`config.mk`:
```
export PLATFORM = sky130hd
export DESIGN_NAME = base64_stream_encoder
export DESIGN_NICKNAME = d
export VERILOG_FILES = /design/src/sv/b64e_pkg.sv /design/src/sv/base64_stream_encoder.sv /design/src/sv/b64e_front.sv /design/src/sv/b64e_queue.sv /design/src/sv/b64e_back.sv
export SDC_FILE = /design/constraint.sdc
export NUM_CORES = 1
export LEC_CHECK = 0
export ABC_AREA = 0
export BUFFER_PORTS_ARGS = -buffer_cell sky130_fd_sc_hd__buf_2
export CORE_UTILIZATION = 45
export DETAILED_ROUTE_END_ITERATION = 8
export GPL_TIMING_DRIVEN = 0
export SLEW_MARGIN = 20
export SYNTH_ARGS = -nofsm -noshare
export SYNTH_HDL_FRONTEND = slang
export SYNTH_SLANG_ARGS = --single-unit
```
`constraint.sdc`:
```
create_clock -name clk -period 3.19 [get_ports clk]
set_input_delay 0.319 -clock clk [delete_from_list [all_inputs] [get_ports clk]]
set_output_delay 0.319 -clock clk [all_outputs]
set_load 0.005 [all_outputs]
```
`src/sv/b64e_pkg.sv`:
```
// shared types, constants and the sextet-to-character lookup for the base64 encoder
`timescale 1ns / 1ps
package b64e_pkg;

  // ascii codes used by the alphabet and padding
  localparam logic [7:0] CHAR_UPPER_A = 8'h41;
  localparam logic [7:0] CHAR_LOWER_A = 8'h61;
  localparam logic [7:0] CHAR_DIGIT_0 = 8'h30;
  localparam logic [7:0] CHAR_PLUS    = 8'h2B;
  localparam logic [7:0] CHAR_SLASH   = 8'h2F;
  localparam logic [7:0] CHAR_PAD     = 8'h3D;

  // sextet range limits
  localparam logic [5:0] SEXTET_LAST_UPPER = 6'd25;
  localparam logic [5:0] SEXTET_LAST_LOWER = 6'd51;
  localparam logic [5:0] SEXTET_LAST_DIGIT = 6'd61;
  localparam logic [5:0] SEXTET_PLUS       = 6'd62;
  localparam logic [5:0] SEXTET_LOWER_BASE = 6'd26;
  localparam logic [5:0] SEXTET_DIGIT_BASE = 6'd52;

  localparam int SLOTS = 4;

  // one output character slot: pad marker or data sextet
  typedef struct packed {
    logic       pad;
    logic [5:0] sextet;
  } b64e_slot_t;

  // work for one byte: up to four characters, index of the final one
  typedef struct packed {
    b64e_slot_t [SLOTS-1:0] slot;
    logic [1:0]             last_idx;
    logic                   last;
  } b64e_cmd_t;

  // map a sextet to its alphabet character
  function automatic logic [7:0] sextet_char(input logic [5:0] v);
    logic [7:0] ch;
    if (v <= SEXTET_LAST_UPPER) begin
      ch = CHAR_UPPER_A + {2'b00, v};
    end else if (v <= SEXTET_LAST_LOWER) begin
      ch = CHAR_LOWER_A + {2'b00, v - SEXTET_LOWER_BASE};
    end else if (v <= SEXTET_LAST_DIGIT) begin
      ch = CHAR_DIGIT_0 + {2'b00, v - SEXTET_DIGIT_BASE};
    end else if (v == SEXTET_PLUS) begin
      ch = CHAR_PLUS;
    end else begin
      ch = CHAR_SLASH;
    end
    return ch;
  endfunction

endpackage

```
`src/sv/base64_stream_encoder.sv`:
```
// top level of the streaming padded base64 encoder
//
//   channel | signals                         | direction | word
//   --------+---------------------------------+-----------+---------------------------
//   in      | in_valid in_ready data_byte     | sink      | one message byte + last
//           | last_byte                       |           |
//   out     | out_valid out_ready out_char    | source    | one character + last flag
//           | last_char                       |           |
//
// a byte is taken every cycle while the command queue has room; each byte makes
// 1 to 4 characters, and the back end sends one character per cycle while out_ready
// is high, so the sustained rate is set by that output stage. a byte is written into
// the queue, then loaded into the back end command register, before its first character
// goes out. synchronous reset clears group phase, carry, queue and back end state.
// an output stall fills the queue, then drops in_ready.
`timescale 1ns / 1ps
module base64_stream_encoder #(
  parameter int QUEUE_DEPTH = 4
) (
  input  logic       clk,
  input  logic       rst,
  input  logic [7:0] data_byte,
  input  logic       last_byte,
  input  logic       in_valid,
  output logic       in_ready,
  output logic [7:0] out_char,
  output logic       last_char,
  output logic       out_valid,
  input  logic       out_ready
);
  import b64e_pkg::*;

  b64e_cmd_t push_cmd, head_cmd;
  logic      q_push, q_full, q_pop, q_not_empty;

  b64e_front u_front (
    .clk       (clk),
    .rst       (rst),
    .data_byte (data_byte),
    .last_byte (last_byte),
    .in_valid  (in_valid),
    .in_ready  (in_ready),
    .q_full    (q_full),
    .q_push    (q_push),
    .q_cmd     (push_cmd)
  );

  b64e_queue #(
    .DEPTH (QUEUE_DEPTH)
  ) u_queue (
    .clk       (clk),
    .rst       (rst),
    .push      (q_push),
    .push_cmd  (push_cmd),
    .full      (q_full),
    .pop       (q_pop),
    .not_empty (q_not_empty),
    .head_cmd  (head_cmd)
  );

  b64e_back u_back (
    .clk         (clk),
    .rst         (rst),
    .q_not_empty (q_not_empty),
    .q_cmd       (head_cmd),
    .q_pop       (q_pop),
    .out_char    (out_char),
    .last_char   (last_char),
    .out_valid   (out_valid),
    .out_ready   (out_ready)
  );

endmodule

```
`src/sv/b64e_front.sv`:
```
// front end: tracks group phase and carry bits, turns each byte into a character command
`timescale 1ns / 1ps
module b64e_front (
  input  logic                 clk,
  input  logic                 rst,
  input  logic [7:0]           data_byte,
  input  logic                 last_byte,
  input  logic                 in_valid,
  output logic                 in_ready,
  input  logic                 q_full,
  output logic                 q_push,
  output b64e_pkg::b64e_cmd_t  q_cmd
);
  import b64e_pkg::*;

  typedef enum logic [2:0] {
    PH0 = 3'b001,
    PH1 = 3'b010,
    PH2 = 3'b100
  } phase_t;

  phase_t     phase, phase_next;
  logic [5:0] carry, carry_next;
  logic [5:0] new_carry;

  assign in_ready = !q_full;
  assign q_push   = in_valid && in_ready;

  // classify the word by phase and build its command
  always_comb begin
    q_cmd      = '0;
    q_cmd.last = last_byte;
    new_carry  = '0;
    case (phase)
      PH1: begin
        q_cmd.slot[0].sextet = carry | {2'b00, data_byte[7:4]};
        new_carry            = {data_byte[3:0], 2'b00};
        phase_next           = PH2;
        if (last_byte) begin
          q_cmd.slot[1].sextet = new_carry;
          q_cmd.slot[2].pad    = 1'b1;
          q_cmd.last_idx       = 2'd2;
        end
      end
      PH2: begin
        q_cmd.slot[0].sextet = carry | {4'b0000, data_byte[7:6]};
        q_cmd.slot[1].sextet = data_byte[5:0];
        q_cmd.last_idx       = 2'd1;
        phase_next           = PH0;
      end
      default: begin
        q_cmd.slot[0].sextet = data_byte[7:2];
        new_carry            = {data_byte[1:0], 4'b0000};
        phase_next           = PH1;
        if (last_byte) begin
          q_cmd.slot[1].sextet = new_carry;
          q_cmd.slot[2].pad    = 1'b1;
          q_cmd.slot[3].pad    = 1'b1;
          q_cmd.last_idx       = 2'd3;
        end
      end
    endcase
    carry_next = new_carry;
    // end of message restarts the group
    if (last_byte) begin
      phase_next = PH0;
      carry_next = '0;
    end
  end

  // phase and carry registers
  always_ff @(posedge clk) begin
    if (rst) begin
      phase <= PH0;
      carry <= '0;
    end else if (q_push) begin
      phase <= phase_next;
      carry <= carry_next;
    end
  end

endmodule

```
`src/sv/b64e_queue.sv`:
```
// small show-ahead queue of character commands between front and back
`timescale 1ns / 1ps
module b64e_queue #(
  parameter int DEPTH = 4
) (
  input  logic                 clk,
  input  logic                 rst,
  input  logic                 push,
  input  b64e_pkg::b64e_cmd_t  push_cmd,
  output logic                 full,
  input  logic                 pop,
  output logic                 not_empty,
  output b64e_pkg::b64e_cmd_t  head_cmd
);
  import b64e_pkg::*;

  localparam int PTR_W = $clog2(DEPTH);
  localparam int CNT_W = $clog2(DEPTH + 1);

  b64e_cmd_t        mem [DEPTH];
  logic [PTR_W-1:0] wr_ptr, rd_ptr;
  logic [CNT_W-1:0] count;

  assign full      = (count == CNT_W'(DEPTH));
  assign not_empty = (count != '0);
  assign head_cmd  = mem[rd_ptr];

  // storage write
  always_ff @(posedge clk) begin
    if (push) begin
      mem[wr_ptr] <= push_cmd;
    end
  end

  // pointers and fill count
  always_ff @(posedge clk) begin
    if (rst) begin
      wr_ptr <= '0;
      rd_ptr <= '0;
      count  <= '0;
    end else begin
      if (push) begin
        wr_ptr <= (wr_ptr == PTR_W'(DEPTH - 1)) ? '0 : wr_ptr + 1'b1;
      end
      if (pop) begin
        rd_ptr <= (rd_ptr == PTR_W'(DEPTH - 1)) ? '0 : rd_ptr + 1'b1;
      end
      if (push && !pop) begin
        count <= count + 1'b1;
      end else if (pop && !push) begin
        count <= count - 1'b1;
      end
    end
  end

  a_count_range: assert property (@(posedge clk) disable iff (rst)
    count <= CNT_W'(DEPTH))
    else $error("queue count beyond depth");

  a_count_up: assert property (@(posedge clk) disable iff (rst)
    push && !pop |=> count == $past(count) + 1'b1)
    else $error("queue count did not rise on push");

  a_no_pop_empty: assert property (@(posedge clk) disable iff (rst)
    pop |-> not_empty)
    else $error("queue popped while empty");

endmodule

```
`src/sv/b64e_back.sv`:
```
// back end: steps through the characters of each command, one per cycle while out_ready is high
`timescale 1ns / 1ps
module b64e_back (
  input  logic                 clk,
  input  logic                 rst,
  input  logic                 q_not_empty,
  input  b64e_pkg::b64e_cmd_t  q_cmd,
  output logic                 q_pop,
  output logic [7:0]           out_char,
  output logic                 last_char,
  output logic                 out_valid,
  input  logic                 out_ready
);
  import b64e_pkg::*;

  b64e_cmd_t  cmd;
  logic       cmd_valid;
  logic [1:0] idx;
  logic       cmd_done;
  b64e_slot_t cur;

  assign cur       = cmd.slot[idx];
  assign out_valid = cmd_valid;
  assign out_char  = cur.pad ? CHAR_PAD : sextet_char(cur.sextet);
  assign last_char = cmd.last && (idx == cmd.last_idx);

  // final character of the held command goes out this cycle
  assign cmd_done = cmd_valid && out_ready && (idx == cmd.last_idx);
  assign q_pop    = q_not_empty && (!cmd_valid || cmd_done);

  // command register and character index
  always_ff @(posedge clk) begin
    if (rst) begin
      cmd_valid <= 1'b0;
      idx       <= '0;
    end else if (q_pop) begin
      cmd_valid <= 1'b1;
      idx       <= '0;
    end else if (cmd_done) begin
      cmd_valid <= 1'b0;
      idx       <= '0;
    end else if (cmd_valid && out_ready) begin
      idx <= idx + 1'b1;
    end
  end

  always_ff @(posedge clk) begin
    if (q_pop) begin
      cmd <= q_cmd;
    end
  end

  a_idx_bound: assert property (@(posedge clk) disable iff (rst)
    cmd_valid |-> idx <= cmd.last_idx)
    else $error("character index past end of command");

  a_idx_hold: assert property (@(posedge clk) disable iff (rst)
    cmd_valid && !out_ready |=> cmd_valid && idx == $past(idx))
    else $error("character index moved while stalled");

  a_last_only_final: assert property (@(posedge clk) disable iff (rst)
    out_valid && last_char |-> cmd.last && idx == cmd.last_idx)
    else $error("last flag on a non-final character");

endmodule

```
==> reports/results.txt, run 1 <==
Tcrit/Tclk final - 98.1%
Seq pwr share - 35.3%
share of cells above drive strength 1 - 28.2%
Yosys cell types - 57
worst IR drop on VDD - 523 uV
crit-path cells - buf_8 > buf_8 > mux2i_4 > nor2_4 > inv_4 > ha_1 > a21o_1 > a211o_1 > buf_8 > nor3_2 > a211oi_1 > a31o_2 > buf_2
Setup-failing EPs final - 0
Root Buffer - clkbuf_8
Synth area leaders - edfxtp_1, mux4_2, dfxtp_1
area taken by multi-input logic gates - 2050 um2
Routed Wire Length - 9960 um
Antenna Nets Post-Route - 0
Post-synth ARST share - 0%
n_diodes - 0
Slew HR - 34.8%
routed vias/inst - 5.67
Yosys Warn Count - 0
critical path type - reg -> out
Yosys reg bits - 102
largest net degree at the start of global routing - 23
post-synth top area share - 52.2%
endpoint class of the critical path - output port
fin nets - 435
Area growth, synth to finish - 16.5%
total CTS buffers - 9
Mapped Cells - 357
hold_buf cts - 0
Worst EP arrival - 2.81 ns
Worst path slowest cell - dfxtp_2
FILL cells - 878
Sw Share - 37.4%
worst slew pin tran - 0.979 ns
clock skew - 0.0151 ns
global-route wire length before repair - 15900 um
Post-synth EDFFs - 85
Reg clk slew, reported paths - 0.11 ns
vias in the first global route - 3068
num rows - 37
buffers and inverters on the worst path - 5
H-Tree Depth - 3
WP data required - 2.87 ns
largest area contributor in the synthesized netlist - edfxtp_1
chip width - 106 um
crit-path leading delay family - compound AO/OA/AOI/OAI gates
NetSw - 1.99 mW
Pwr Total - 5.33 mW
clk sinks - 102
area occupied by registers - 2900 um2
deepest clock path buffer count - 2
Post-Syn Nets - 389
Mapped Avg Cell Area - 13.7 um2
Worst path most repeated cell - buf_8
f_max - 0.320 GHz
grt peak-use layer - met2
Gate power share - 50.3%
gr usage total - 18.7%
min-delay worst type - in -> reg
ys flop type - edfxtp_1
minimum clock period - 3.13 ns
Clk Latency, worst-skew pair - 0.36 ns
PwrDens - 935 nW/um2
hpwl dp - 6720 um
crit path max fanout - 9
CP peak stage delay - 0.34 ns
core outline area - 10400 um2
TritonRoute pass-1 iters - 5
GRT met1 Usage - 25.0%
startpoint class of the critical path - flop
initial antenna violation count - 0
grt ovf - 0
Leakage - 2.04 nW
max-cap check violation count - 0
# IOs - 24
outcome - finished, final reports clean
Internal - 3.33 mW
port bufs - 22
Final Slew Violations - 0
routing usage on met3 - 3.13%
endpoints failing hold - 0
Seq/Total Area, Yosys - 59.1%
Initial Util - 47.0%
Die Y-Extent - 106 um
routed via count - 3086
routed length per instance - 18.3 um
first-iteration detailed-routing DRC count - 194
CTS tree - done
die area - 11300 um2
Sum Neg Setup Slack - 0 ns
RSZ-0062 raised after global routing - yes
clock power share - 14.4%
Residual DRC - 0
GRT met2 Usage - 31.3%
Syn Std Cell Area - 4890 um2
routability congestion estimate - 0.864
## cell usage in the layout (no fill, tap or decap), drive strengths merged, types with 6 or more instances in the layout
| cell type | n |
|---|---|
| a21oi | 16 |
| and3 | 6 |
| buf | 44 |
| clkbuf | 17 |
| dfxtp | 17 |
| edfxtp | 85 |
| ha | 18 |
| inv | 21 |
| mux2i | 11 |
| mux4 | 17 |
| nand2 | 14 |
| nor2 | 22 |
| nor3 | 13 |
| o21ai | 7 |
| xnor2 | 9 |
## final timing paths
check                    from  slack (ns)  cells past startpoint                 to
min reg2reg  u_queue.count[2]        0.52                      2   u_queue.count[2]
min                 last_byte        0.20                      1  u_queue.mem[0][0]
max             u_back.idx[0]        0.06                     13        out_char[1]
max reg2reg     u_back.idx[0]        0.23                     13   u_queue.count[2]
## worst reg2reg max path, stage by stage, from the launching register on
cell and delay (ns):
dfxtp_2 0.34, buf_8 0.14, buf_8 0.14, buf_4 0.15
xnor2_1 0.21, nand3_1 0.17, a21oi_4 0.64, inv_1 0.11
ha_1 0.23, inv_1 0.07, fa_1 0.18, xor2_1 0.08
or3_1 0.31, a21oi_1 0.14
## routing by layer
metal  wire length (um)  up-vias
met2               4960       55
met3                303       11
li1                   -     1466
met5                  0        -
met4                142        0
met1               4550     1554
## logic make-up (layout without fill, tap and decap cells)
logic type	count (synthesis)	count (layout)	share of synthesized area [%]
flops	102	102	59.1
simple gates	89	89	9.47
compound gates	68	68	9.98
buf+inv	35	86	3.02
mux	31	31	10.8
fa+ha+maj	19	19	5.01
xor+xnor	13	13	2.61
## timing repair
item,CTS,global route
pin swaps,5,9
resized for setup,22,32
setup buffers,7,7
endpoints found under the setup margin,8,8
## state kept, by name (all words and copies together) (netlist names)
register          flops
u_queue.mem          68
u_back.cmd           17
u_front.carry         4
u_front.phase         3
u_queue.count         3
u_back.idx            2
u_queue.rd_ptr        2
u_queue.wr_ptr        2
u_back.out_valid      1
## power by group through the flow
stage / clock network, mW / registers (mW) / logic [mW]
floorplan: 0 / 1.84 / 1.64
global placement: 0 / 1.87 / 2.16
detailed placement: 0 / 1.88 / 2.21
CTS: 0.793 / 1.86 / 2.40
global route: 0.845 / 1.91 / 2.92
finish: 0.768 / 1.88 / 2.68
## stage by stage
step	instance area (um2)	util, %	instances	hold WS, ns	setup slack [ns]
6_report	5700	54.7	544	0.196	0.0604
2_1_floorplan	4890	-	357	0.418	0.444
5_1_grt	5700	54.7	544	0.177	-0.0727
3_3_place_gp	5170	49.6	515	0.484	-0.237
4_1_cts	5500	52.8	538	0.180	-0.00620
3_5_place_dp	5180	49.7	515	0.494	-0.311
## cell type report
class                           count  area share [%]
Sequential cell                   102            50.8
Multi-Input combinational cell    220            35.9
Timing Repair Buffer               36            3.78
Tap cell                          136            2.99
Clock buffer                        9            2.17
Buffer                             16            1.91
Inverter                           18            1.23
Clock inverter                      7            1.19
## cells in the mapped netlist (5+ instances only)
master    number
a211oi_1       5
inv_1         18
mux2i_1       11
dfxtp_1       17
o21ai_0        7
nand3_1        5
xnor2_1        9
nor3b_1        5
and3_1         6
and2_1         5
a22oi_1        5
ha_1          18
a21oi_1       15
mux4_2        17
nor3_1        13
edfxtp_1      85
clkbuf_1      10
nor2_1        22
a21o_1         5
nand2_1       14
o22ai_1        5
Note: power is estimated with default switching activity, not from simulation.
==> run 2, diff against run 1 <==
--- a/config.mk
+++ b/config.mk
@@ -10,6 +10,7 @@
 export CORE_UTILIZATION = 45
 export DETAILED_ROUTE_END_ITERATION = 8
 export GPL_TIMING_DRIVEN = 0
+export REMOVE_ABC_BUFFERS = 1
 export SLEW_MARGIN = 20
 export SYNTH_ARGS = -nofsm -noshare
 export SYNTH_HDL_FRONTEND = slang
==> run 2 against run 1 <==
Compared with the run above:
- critical path depth shrank 3
- global-route usage shrank 1.9 points
- wire length shrank 13%
- hold slack gained 0.077 ns
- total power shrank 7.4%
- fmax grew 3.0%
- sequential power grew 4%
- combinational power shrank 18%
- cell count shrank 4.6%
- critical path type unchanged
- critical endpoint is now out_char[5]
==> reports/results.txt, run 2 (synthesized netlist as in run 1, its figures left out) <==
PwrDens - 909 nW/um2 (-2.8%)
crit path setup slack, layout - 0.152 ns (+0.0914 ns)
minimum clock period - 3.04 ns (-0.0914 ns)
biggest regs - u_queue.mem: 68 flops, u_back.cmd: 17 flops, u_front.carry: 4 flops
post-placement cell count - 500 (-2.9%)
Die Y-Extent - 106 um (unchanged)
Gate power share - 44.7% (-5.6 points)
fin nets - 410 (-5.7%)
Sw Share - 36.8% (-0.67 points)
clock skew - 0.0155 ns (+0.000414 ns)
crit path max fanout - 5 (-4)
Setup Slack @ Placement - -0.376 ns (-0.0643 ns)
grt ovf - 0 (unchanged)
gr usage total - 16.8% (-1.9 points)
RSZ-0062 raised after global routing - no
min-delay worst type - in -> reg
routing usage on met3 - 2.08% (-1.0 points)
WP data required - 2.87 ns (about the same)
core outline area - 10400 um2 (unchanged)
Tcrit/Tclk final - 95.2% (-2.9 points)
critical path type - reg -> out
global-route wire length before repair - 14500 um (-8.9%)
Pwr Total - 4.93 mW (-7.4%)
Residual DRC - 0 (unchanged)
routed via count - 2945 (-4.6%)
# IOs - 24 (unchanged)
Worst path slowest cell - dfxtp_4
startpoint class of the critical path - flop
TritonRoute pass-1 iters - 4 (-1)
largest net degree at the start of global routing - 24 (+4.3%)
endpoint class of the critical path - output port
vias in the first global route - 2870 (-6.5%)
Setup-failing EPs final - 0 (unchanged)
Leakage - 1.92 nW (-6.0%)
routability congestion estimate - 0.857 (-0.86%)
Root Buffer - clkbuf_8
total CTS buffers - 9 (unchanged)
initial antenna violation count - 0 (unchanged)
GRT met1 Usage - 22.4% (-2.6 points)
grt peak-use layer - met2
num rows - 37 (unchanged)
Slew HR - 37.4% (+2.7 points)
port bufs - 23 (+4.5%)
commonest non-fill, non-tap cell in the layout - edfxtp_1
clock power share - 15.5% (+1.1 points)
CP peak stage delay - 0.43 ns (+0.09 ns)
Internal - 3.12 mW (-6.4%)
worst IR drop on VDD - 487 uV (-6.9%)
deepest clock path buffer count - 2 (unchanged)
Reg clk slew, reported paths - 0.11 ns (about the same)
hpwl dp - 6010 um (-11%)
Sum Neg Setup Slack - 0 ns (unchanged)
clk sinks - 102 (unchanged)
worst slew pin tran - 0.937 ns (-0.0416 ns)
fin cells - 519 (-4.6%)
n_diodes - 0 (unchanged)
Seq pwr share - 39.8% (+4.5 points)
Initial Util - 47.0% (unchanged)
GRT met2 Usage - 27.6% (-3.6 points)
first-iteration detailed-routing DRC count - 244 (+26%)
max-cap check violation count - 0 (unchanged)
chip width - 106 um (unchanged)
CTS tree - done
f_max - 0.329 GHz (+3.0%)
routed vias/inst - 5.67 (about the same)
endpoints failing hold - 0 (unchanged)
most flop-heavy register - u_queue.mem
outcome - finished, final reports clean
NetSw - 1.81 mW (-9.1%)
H-Tree Depth - 3 (unchanged)
crit-path cells - mux2i_2 > nor2_2 > inv_1 > ha_1 > nand2_1 > o21a_1 > o311ai_2 > a211oi_1 > nor3_1 > buf_2
Clk Latency, worst-skew pair - 0.36 ns (about the same)
Area growth, synth to finish - 10.9%
routed length per instance - 16.7 um (-8.6%)
share of cells above drive strength 1 - 23.2% (-4.9 points)
commonest cells after routing, fill and taps aside - edfxtp_1, buf_2, ha_1
Antenna Nets Post-Route - 0 (unchanged)
Routed Wire Length - 8680 um (-13%)
Worst EP arrival - 2.72 ns (-0.09 ns)
die area - 11300 um2 (unchanged)
max FFs per register - 68 (unchanged)
Final Slew Violations - 0 (unchanged)
==> run 2: final timing paths <==
check,slack (ns),startpoint,cells past startpoint,endpoint
worst min-delay path,0.27,data_byte[0],3,u_front.carry[2]
worst max register to register,0.39,u_back.idx[0],11,u_queue.count[2]
worst min register to register,0.51,u_queue.wr_ptr[1],2,u_queue.wr_ptr[1]
worst max-delay path,0.15,u_back.idx[0],10,out_char[5]
==> run 2: worst max-delay path, delay by kind of cell, from the launching register on <==
kind                       cells  cell delay [ns]
AOI/OAI and AO/OA              3             0.62
and+or+nand+nor                3             0.41
buffers and inverters          2             0.29
muxes                          1             0.29
adders and majority gates      1             0.30
DFF                            1             0.43
==> run 2: per-stage QoR <==
step | utilization, % | area (um2) | hold slack, ns
floorplan | - | 4810 | 0.388
global placement | 48.9 | 5100 | 0.475
global route | 52.1 | 5430 | 0.292
finish | 52.1 | 5430 | 0.273
CTS | 51.4 | 5360 | 0.263
detailed placement | 49.1 | 5120 | 0.496
==> run 2: routing by layer <==
metal  part of all wire [%]  vias to the layer above
li1                       -                     1419
met1                     46                     1443
met2                     49                       68
met3                    3.3                       15
met4                    1.5                        0
met5                      0                        -
==> run 2: final cells by class <==
type	count	area [um2]
multi-input combinational	220	1950
fill	886	4990
clock buffer	9	124
tap	136	170
sequential	102	2900
inverter	18	67.6
timing repair buffer	27	145
clock inverter	7	66.3
==> run 2: power by group through the flow <==
stage                     registers, mW  clock network [mW]  logic [mW]
after global routing               2.01               0.834        2.43
after detailed placement           1.99                   0        2.03
final                              1.96               0.765        2.20
after global placement             1.98                   0        2.00
after CTS                          1.97               0.780        2.10
after floorplan                    1.92                   0        1.52
==> run 2: what timing repair did <==
item,4_1_cts,5_1_grt
setup buffers,1,2
setup endpoints to repair,8,7
resized for setup,13,14
pin swaps,0,1
hold buffers,0,0
==> run 3, diff against run 2 <==
--- a/config.mk
+++ b/config.mk
@@ -10,6 +10,7 @@
 export CORE_UTILIZATION = 45
 export DETAILED_ROUTE_END_ITERATION = 8
 export GPL_TIMING_DRIVEN = 0
+export PLACE_DENSITY = 0.64
 export REMOVE_ABC_BUFFERS = 1
 export SLEW_MARGIN = 20
 export SYNTH_ARGS = -nofsm -noshare
==> run 3 against run 2 <==
Compared with the run above:
- cell count up 0.39%
- worst setup slack got worse by 0.012 ns
- global-route usage is 0.30 points higher
- wire length is 3.0% higher
==> reports/results.txt, run 3 (synthesized netlist as in run 1, its figures left out) <==
min-delay worst type - in -> reg
CTS tree - done
worst slew pin tran - 0.962 ns (+0.0249 ns)
commonest cells after routing, fill and taps aside - edfxtp_1, buf_2, ha_1
vias in the first global route - 2940 (+2.4%)
Routed Wire Length - 8940 um (+3.0%)
crit path setup slack, layout - 0.140 ns (-0.0117 ns)
WP data required - 2.87 ns (about the same)
PwrDens - 915 nW/um2 (+0.70%)
num rows - 37 (unchanged)
# IOs - 24 (unchanged)
initial antenna violation count - 0 (unchanged)
largest net degree at the start of global routing - 24 (unchanged)
buffers and inverters on the worst path - 1 (-1)
worst IR drop on VDD - 495 uV (+1.7%)
routed via count - 2943 (-0.068%)
Antenna Nets Post-Route - 0 (unchanged)
global-route wire length before repair - 14700 um (+1.5%)
core outline area - 10400 um2 (unchanged)
crit-path leading delay family - compound AO/OA/AOI/OAI gates
hold_buf cts - 0 (unchanged)
RSZ-0062 raised after global routing - yes
crit path max fanout - 12 (+7)
Area growth, synth to finish - 11.6%
Slew HR - 35.9% (-1.6 points)
Final Slew Violations - 0 (unchanged)
fin nets - 412 (+0.49%)
n_diodes - 0 (unchanged)
most flop-heavy register - u_queue.mem
Seq pwr share - 39.6% (-0.2 points)
endpoints failing hold - 0 (unchanged)
gr usage total - 17.1% (+0.30 points)
Setup-failing EPs final - 0 (unchanged)
crit-path cells - mux2i_4 > nor2_2 > ha_1 > a21o_1 > a211o_4 > nor3_1 > a211oi_1 > a31o_2 > buf_2
startpoint class of the critical path - flop
minimum clock period - 3.05 ns (+0.0117 ns)
max-cap check violation count - 0 (unchanged)
chip width - 106 um (unchanged)
Initial Util - 47.0% (unchanged)
TritonRoute pass-1 iters - 4 (unchanged)
Worst EP arrival - 2.73 ns (about the same)
Layout Utilization - 52.4% (+0.31 points)
outcome - finished, final reports clean
commonest non-fill, non-tap cell in the layout - edfxtp_1
routed length per instance - 17.2 um (+2.6%)
Leakage - 1.93 nW (+0.48%)
deepest clock path buffer count - 2 (unchanged)
clock skew - 0.0150 ns (-0.000502 ns)
CP peak stage delay - 0.44 ns (about the same)
Gate power share - 45.4% (+0.7 points)
routability congestion estimate - 0.868 (+1.3%)
post-placement cell count - 499 (-0.20%)
reg-to-reg critical path startpoint - u_back.idx[0]
H-Tree Depth - 3 (unchanged)
biggest regs - u_queue.mem: 68 flops, u_back.cmd: 17 flops, u_front.carry: 4 flops
fin cells - 521 (+0.39%)
Hold Path Stages - 3 (unchanged)
Tcrit/Tclk final - 95.6% (+0.37 points)
clock power share - 15.0% (-0.5 points)
port bufs - 23 (unchanged)
endpoint class of the critical path - output port
grt ovf - 0 (unchanged)
Worst path slowest cell - dfxtp_4
f_max - 0.328 GHz (-0.38%)
Die Y-Extent - 106 um (unchanged)
critical path type - reg -> out
NetSw - 1.80 mW (-0.56%)
max FFs per register - 68 (unchanged)
clk sinks - 102 (unchanged)
share of cells above drive strength 1 - 23.4% (+0.14 points)
Clk Latency, worst-skew pair - 0.36 ns (about the same)
die area - 11300 um2 (unchanged)
worst r2r path cells - 11 (unchanged)
Hold Path Origin - data_byte[1]
Hold Crit Endpoint - u_front.carry[3]
Sw Share - 36.1% (-0.67 points)
Root Buffer - clkbuf_8
Worst R2R Setup Slack - 0.37 ns (-0.02 ns)
Residual DRC - 0 (unchanged)
Setup Slack @ Placement - -0.414 ns (-0.0382 ns)
hpwl dp - 6050 um (+0.69%)
Reg clk slew, reported paths - 0.10 ns (about the same)
routed vias/inst - 5.65 (-0.45%)
Internal - 3.19 mW (+2.4%)
first-iteration detailed-routing DRC count - 197 (-19%)
total CTS buffers - 9 (unchanged)
Critical R2R Capture - u_queue.count[2]
run 3: worst max path at each step:
stage	startpoint	depth (start not counted)	endpoint	slack [ns]
finish	u_back.idx[0]	9	out_char[1]	0.14
global route	u_back.idx[0]	10	out_char[5]	-0.06
CTS	u_back.idx[0]	10	out_char[4]	0.01
detailed placement	u_back.idx[0]	8	out_char[2]	-0.41
global placement	u_back.idx[0]	8	out_char[2]	-0.35
floorplan	u_back.idx[0]	9	out_char[1]	0.32
run 3: area by class of cell:
cell class | count | area, um2
Multi-Input combinational cell | 220 | 1970
Timing Repair Buffer | 29 | 164
Tap cell | 136 | 170
Clock buffer | 12 | 155
Sequential cell | 102 | 2900
Clock inverter | 4 | 31.3
Inverter | 18 | 67.6
Fill cell | 882 | 4960
run 3: what timing repair did:
action,CTS,global route
hold endpoints to repair,0,0
setup endpoints to repair,10,7
pin swaps,0,2
buffers inserted,2,4
gates resized for setup,14,17
run 3: power by group through the flow:
stage	Combinational, mW	Clock (mW)	Sequential (mW)
floorplan	1.52	0	1.92
global placement	1.98	0	1.98
detailed placement	2.02	0	2.00
CTS	2.11	0.773	1.98
global route	2.49	0.822	2.02
finish	2.27	0.750	1.98
run 3: worst register-to-register path, delay by kind of cell, from the launching register on:
kind	cells	cell delay, ns
AND/OR/NAND/NOR	2	0.48
XOR/XNOR	2	0.31
flip-flops	1	0.41
AO/OA/AOI/OAI	2	0.75
adder cells (fa/ha/maj)	2	0.43
buffers and inverters	3	0.37
run 3: layer usage:
metal  global-route usage [%]  part of all wire, %  vias to the layer above
met5                        0                    0                        -
met3                     2.82                  3.1                       16
met2                     28.7                   50                       58
li1                         -                    -                     1419
met4                     7.74                  2.1                        0
met1                     21.7                   45                     1450
run 3: per-stage QoR:
step	total power [mW]	TNS, ns	area (um2)	hold slack, ns
global placement	3.96	-1.37	5100	0.476
detailed placement	4.02	-1.91	5100	0.491
floorplan	3.45	0	4810	0.388
CTS	4.86	0	5350	0.257
global route	5.33	-0.0991	5460	0.266
finish	4.99	0	5460	0.278
